===== src/sv/pyb_pkg.sv =====
// shared types and constants for the point-in-yawed-box tester
// no dependencies; every other file of the block refers to this package by scoped names
`default_nettype none
package pyb_pkg;

    // field widths
    localparam int CW  = 32;          // coordinate width, Q16.16
    localparam int TW  = 16;          // trig width
    localparam int TF  = TW - 2;      // trig fraction bits
    localparam int EW  = CW - 1;      // extent width, unsigned
    localparam int DW  = CW + 1;      // centered offset width
    localparam int PW  = DW + TW;     // offset times trig
    localparam int SW  = PW + 1;      // sum of two products
    localparam int RW  = SW - TF;     // rotated coordinate after floor
    localparam int BW  = RW + 2;      // bound compare width (twice value, negated extent)
    localparam int FW  = CW + 2;      // prune distance compare width
    localparam int CIW = 3;           // config register index width

    localparam logic signed [TW-1:0] COS_RESET = TW'(1) <<< TF;

    typedef enum logic [CIW-1:0] {
        CFG_CENTER_X = 3'd0,
        CFG_CENTER_Y = 3'd1,
        CFG_CENTER_Z = 3'd2,
        CFG_EXTENT_X = 3'd3,
        CFG_EXTENT_Y = 3'd4,
        CFG_EXTENT_Z = 3'd5,
        CFG_COS_YAW  = 3'd6,
        CFG_SIN_YAW  = 3'd7
    } t_cfg_idx;

    typedef struct packed {
        logic signed [CW-1:0] point_x;
        logic signed [CW-1:0] point_y;
        logic signed [CW-1:0] point_z;
        logic                 new_box;
    } t_in_word;

    typedef struct packed {
        logic inside_res;
        logic pruned;
    } t_out_word;

    typedef struct packed {
        logic signed [CW-1:0] center_x;
        logic signed [CW-1:0] center_y;
        logic signed [CW-1:0] center_z;
        logic [EW-1:0]        extent_x;
        logic [EW-1:0]        extent_y;
        logic [EW-1:0]        extent_z;
        logic signed [TW-1:0] cos_yaw;
        logic signed [TW-1:0] sin_yaw;
    } t_box_cfg;

    // first-inside tracking state
    typedef struct packed {
        logic                 have_first;
        logic signed [CW-1:0] first_x;
        logic signed [CW-1:0] first_y;
        logic signed [CW-1:0] first_z;
    } t_track;

    // per-word evaluation result toward the state update
    typedef struct packed {
        logic in_box;
        logic pruned;
        logic capture;
        logic have_next;
    } t_eval;

endpackage
`default_nettype wire


===== src/sv/pyb_cfg_regs.sv =====
// box configuration register file: center, extents and yaw trig
// depends on pyb_pkg
`default_nettype none
module pyb_cfg_regs (
    input  wire logic                     i_clk,
    input  wire logic                     i_rst_n,
    input  wire logic                     i_cfg_we,
    input  wire logic [pyb_pkg::CIW-1:0]  i_cfg_idx,
    input  wire logic [pyb_pkg::CW-1:0]   i_cfg_data,
    output pyb_pkg::t_box_cfg             o_cfg
);

    pyb_pkg::t_box_cfg r_cfg;

    always_ff @(posedge i_clk) begin
        if (!i_rst_n) begin
            r_cfg.center_x <= '0;
            r_cfg.center_y <= '0;
            r_cfg.center_z <= '0;
            r_cfg.extent_x <= '0;
            r_cfg.extent_y <= '0;
            r_cfg.extent_z <= '0;
            r_cfg.cos_yaw  <= pyb_pkg::COS_RESET;
            r_cfg.sin_yaw  <= '0;
        end else if (i_cfg_we) begin
            unique case (pyb_pkg::t_cfg_idx'(i_cfg_idx))
                pyb_pkg::CFG_CENTER_X: r_cfg.center_x <= i_cfg_data;
                pyb_pkg::CFG_CENTER_Y: r_cfg.center_y <= i_cfg_data;
                pyb_pkg::CFG_CENTER_Z: r_cfg.center_z <= i_cfg_data;
                pyb_pkg::CFG_EXTENT_X: r_cfg.extent_x <= i_cfg_data[pyb_pkg::EW-1:0];
                pyb_pkg::CFG_EXTENT_Y: r_cfg.extent_y <= i_cfg_data[pyb_pkg::EW-1:0];
                pyb_pkg::CFG_EXTENT_Z: r_cfg.extent_z <= i_cfg_data[pyb_pkg::EW-1:0];
                pyb_pkg::CFG_COS_YAW:  r_cfg.cos_yaw  <= i_cfg_data[pyb_pkg::TW-1:0];
                pyb_pkg::CFG_SIN_YAW:  r_cfg.sin_yaw  <= i_cfg_data[pyb_pkg::TW-1:0];
                default: ;
            endcase
        end
    end

    assign o_cfg = r_cfg;

endmodule
`default_nettype wire


===== config.mk =====
export PLATFORM = sky130hd
export DESIGN_NAME = pyb_cfg_regs
export DESIGN_NICKNAME = d
export VERILOG_FILES = /design/src/sv/pyb_pkg.sv /design/src/sv/pyb_cfg_regs.sv
export SDC_FILE = /design/constraint.sdc
export NUM_CORES = 1
export LEC_CHECK = 0
export BUFFER_PORTS_ARGS = -buffer_cell sky130_fd_sc_hd__buf_2
export CAP_MARGIN = 20
export CORE_MARGIN = 4
export CORE_UTILIZATION = 55
export CTS_BUF_LIST = sky130_fd_sc_hd__clkbuf_2
export DETAILED_ROUTE_END_ITERATION = 16
export GPL_TIMING_DRIVEN = 0
export HOLD_SLACK_MARGIN = 0.03
export PLACE_DENSITY_LB_ADDON = 0.3
export SYNTH_ARGS = -nofsm -noshare
export SYNTH_HDL_FRONTEND = slang
export SYNTH_SLANG_ARGS = --single-unit
export TNS_END_PERCENT = 100

===== constraint.sdc =====
create_clock -name i_clk -period 2.3 [get_ports i_clk]
set_clock_uncertainty 0.05 [all_clocks]
set_input_delay 0.115 -clock i_clk [delete_from_list [all_inputs] [get_ports i_clk]]
set_output_delay 0.115 -clock i_clk [all_outputs]
set_load 0.02 [all_outputs]

==> flow_metrics.py <==
metrics = {
    "yosys": {
        "netlist_area_sq_um": 7990,
        "netlist_instances": 760,
        "synth_seq_cells": 221,
        "synth.area.top_cells": "dfxtp_1 55%, mux2i_1 28%, nand2_1 12%, buf_2 1.4%, clkbuf_1 0.94%",
        "syn_area_per_cell_sq_um": 10.5,
        "synth_cell_types": 14,
        "ys_seq_area_share_pct": 55.3,
        "synth_top_cell_area_share_pct": 55.3,
        "synth_largest_area_cell": "dfxtp_1",
        "syn_nets": 798,
        "yosys_warnings": 0,
    },
    "pwr": {
        "power_leakage_uw": 0.00570,
        "p_per_area_nw_per_um2": 664,
        "peakVddDrop_mv": 0.430,
    },
    "grt": {
        "grtUsageMet2_pct": 47.3,
        "grt_usage_pct": 27.9,
        "antenna_found_initial": 0,
        "grtUsageMet1_pct": 32.6,
        "grt_max_degree": 14,
        "grt_pass1_vias": 7052,
        "grt_pass1_wl_um": 36400,
        "met3_usage_pct": 8.47,
        "top_usage_layer": "met2",
        "overflow": 0,
    },
    "timing": {
        "maxSlewHeadroom_pct": 52.2,
        "rsz0062_at_grt": "no",
        "min_period_ps": 1780,
        "slew_viol_final": 0,
        "tightest_slew_ps": 717,
        "hold_slack_ps": 62.2,
        "setup_viol": 0,
        "fin_crit_sh_pct": 77.3,
        "timing.fmax_mhz": 563,
        "hold_viol_final": 0,
        "tns_ps": 0,
    },
    "clock_network": {
        "cts_tree": "yes",
        "cts_made_buffers": 53,
        "clkLatencyLatePin_ps": 740,
        "clockBufferDepth": 3,
        "clock_sinks": 221,
        "cts-root-buf": "clkbuf_2",
        "cts_setup_buffers": 0,
        "path_clk_slew_ps": 100,
        "ctsHtreeMaxLevel": 2,
        "postCtsHoldBufs": 44,
        "ctsResizeCount": 0,
    },
    "critical_path": {
        "worstPathRequired_ps": 2950,
        "crit_top_cell": "dlygate4sd3_1",
        "critPathLaunch": "i_rst_n",
        "r2r-start": "o_cfg[30]$_SDFFE_PN1P_",
        "cpPeakStageDelay_ps": 550,
        "path_class": "in2reg",
        "endpoint": "o_cfg[93]$_SDFFE_PN0P_",
        "cp-end-kind": "register",
        "crit_chain": "dlygate4sd3_1 > buf_2 > clkbuf_1 > nand2_1 > mux2i_1 > dlygate4sd3_1",
        "r2r_slack_ps": 1060,
        "reg2reg_depth": 3,
        "timing.rr.end": "o_cfg[30]$_SDFFE_PN1P_",
        "slowest_stage": "dlygate4sd3_1",
        "cp_max_fo": 10,
        "startpoint_type": "input port",
        "cp.arrival_ps": 2420,
    },
    "die": {
        "initial_core_util_pct": 56.9,
        "fp.dieH_um": 129,
        "dieArea_sq_um": 16500,
        "die_x_um": 129,
        "rows": 43,
        "core_sq_um": 14000,
        "io_pins": 259,
    },
    "flow_run": {
        "cap_violations": 0,
    },
    "routing": {
        "via_per_inst": 5.16,
        "firstDrtPassIters": 5,
        "post_drt_wl_per_cell_um": 17.9,
        "ant_nets": 0,
        "drt_wl_total_um": 23500,
        "drc": 0,
        "num_vias": 6795,
        "first_iter_violations": 284,
    },
    "final_layout": {
        "drive_gt1_share_pct": 31.9,
        "layout.nets": 1150,
        "fin_util_pct": 73.5,
        "stdcell_area_sq_um": 10300,
        "n_antenna_cell": 0,
        "largest_reg_flops": 221,
        "area_growth_pct": 29.0,
    },
    "place": {
        "port_buffers": 253,
        "dpl_cell_area_sq_um": 9490,
        "dp_hpwl_um": 16500,
        "place.gp.congestion": 0.837,
    },
    "status": {
        "status": "finished, final reports clean",
    },
    "min_path": {
        "worstHoldPathType": "in2reg",
    },
}
## worst max-delay path: cells and delay by family
kind                   cells  cell delay, ps
and+or+nand+nor            1             280
buffers and inverters      4            1850
muxes                      1             180
## area by class of cell
class	instances	area, sq um
clock buffers	72	360
well taps	180	225
clock inverters	8	30.0
plain buffers	56	302
flip-flops and latches	221	4420
fillers	1071	3730
repair buffers	297	1710
multi-input cells	483	3270
## cells in the final DEF (no fill, tap or decap), types with 5 or more instances in the layout
master / count
clkbuf_2: 72
nand2_1: 252
mux2i_1: 221
dlygate4sd3_1: 44
dfxtp_1: 221
buf_4: 7
buf_6: 5
clkbuf_1: 20
buf_2: 275
clkinv_1: 7
## metal layers
layer | routed length [um] | vias to the layer above
met5 | 0 | -
met4 | 853 | 0
met3 | 1960 | 57
met2 | 11400 | 278
met1 | 9350 | 3233
li1 | - | 3227
## worst min-delay path by stage
stage	end	cells past startpoint	start
global placement	o_cfg[30]$_SDFFE_PN1P_	3	i_cfg_data[14]
detailed placement	o_cfg[30]$_SDFFE_PN1P_	3	i_cfg_data[14]
global route	o_cfg[189]$_SDFFE_PN0P_	3	i_rst_n
floorplan	o_cfg[30]$_SDFFE_PN1P_	2	i_cfg_data[14]
finish	o_cfg[32]$_SDFFE_PN0P_	3	i_rst_n
CTS	o_cfg[32]$_SDFFE_PN0P_	3	i_rst_n
## cell usage after synthesis
cell / instances
buf_2: 22
dfxtp_1: 221
nand4_2: 1
buf_4: 7
clkbuf_1: 20
nand2_1: 252
nand4b_1: 3
nor2b_1: 2
buf_1: 2
and4bb_2: 1
nand4bb_1: 2
buf_6: 5
mux2i_1: 221
nor4b_4: 1
## stage by stage
step,worst slack [ps],total power (uW),cells
finish,523,6840,1317
global route,474,7160,1317
CTS,608,6890,1317
detailed placement,593,4640,1193
global placement,629,4630,1193
floorplan,1130,4410,760
## cells by family after synthesis
kind of cell	share of synthesized area, %
muxes	27.7
DFF	55.3
buffers and inverters	3.77
and+or+nand+nor	13.2
## where the power goes
group	total [uW]	internal, uW	switching [uW]
registers	3950	3910	46.1
clock network	2240	818	1420
logic	651	236	415
total	6840	4960	1880
Power figures use the tool's default switching activity.
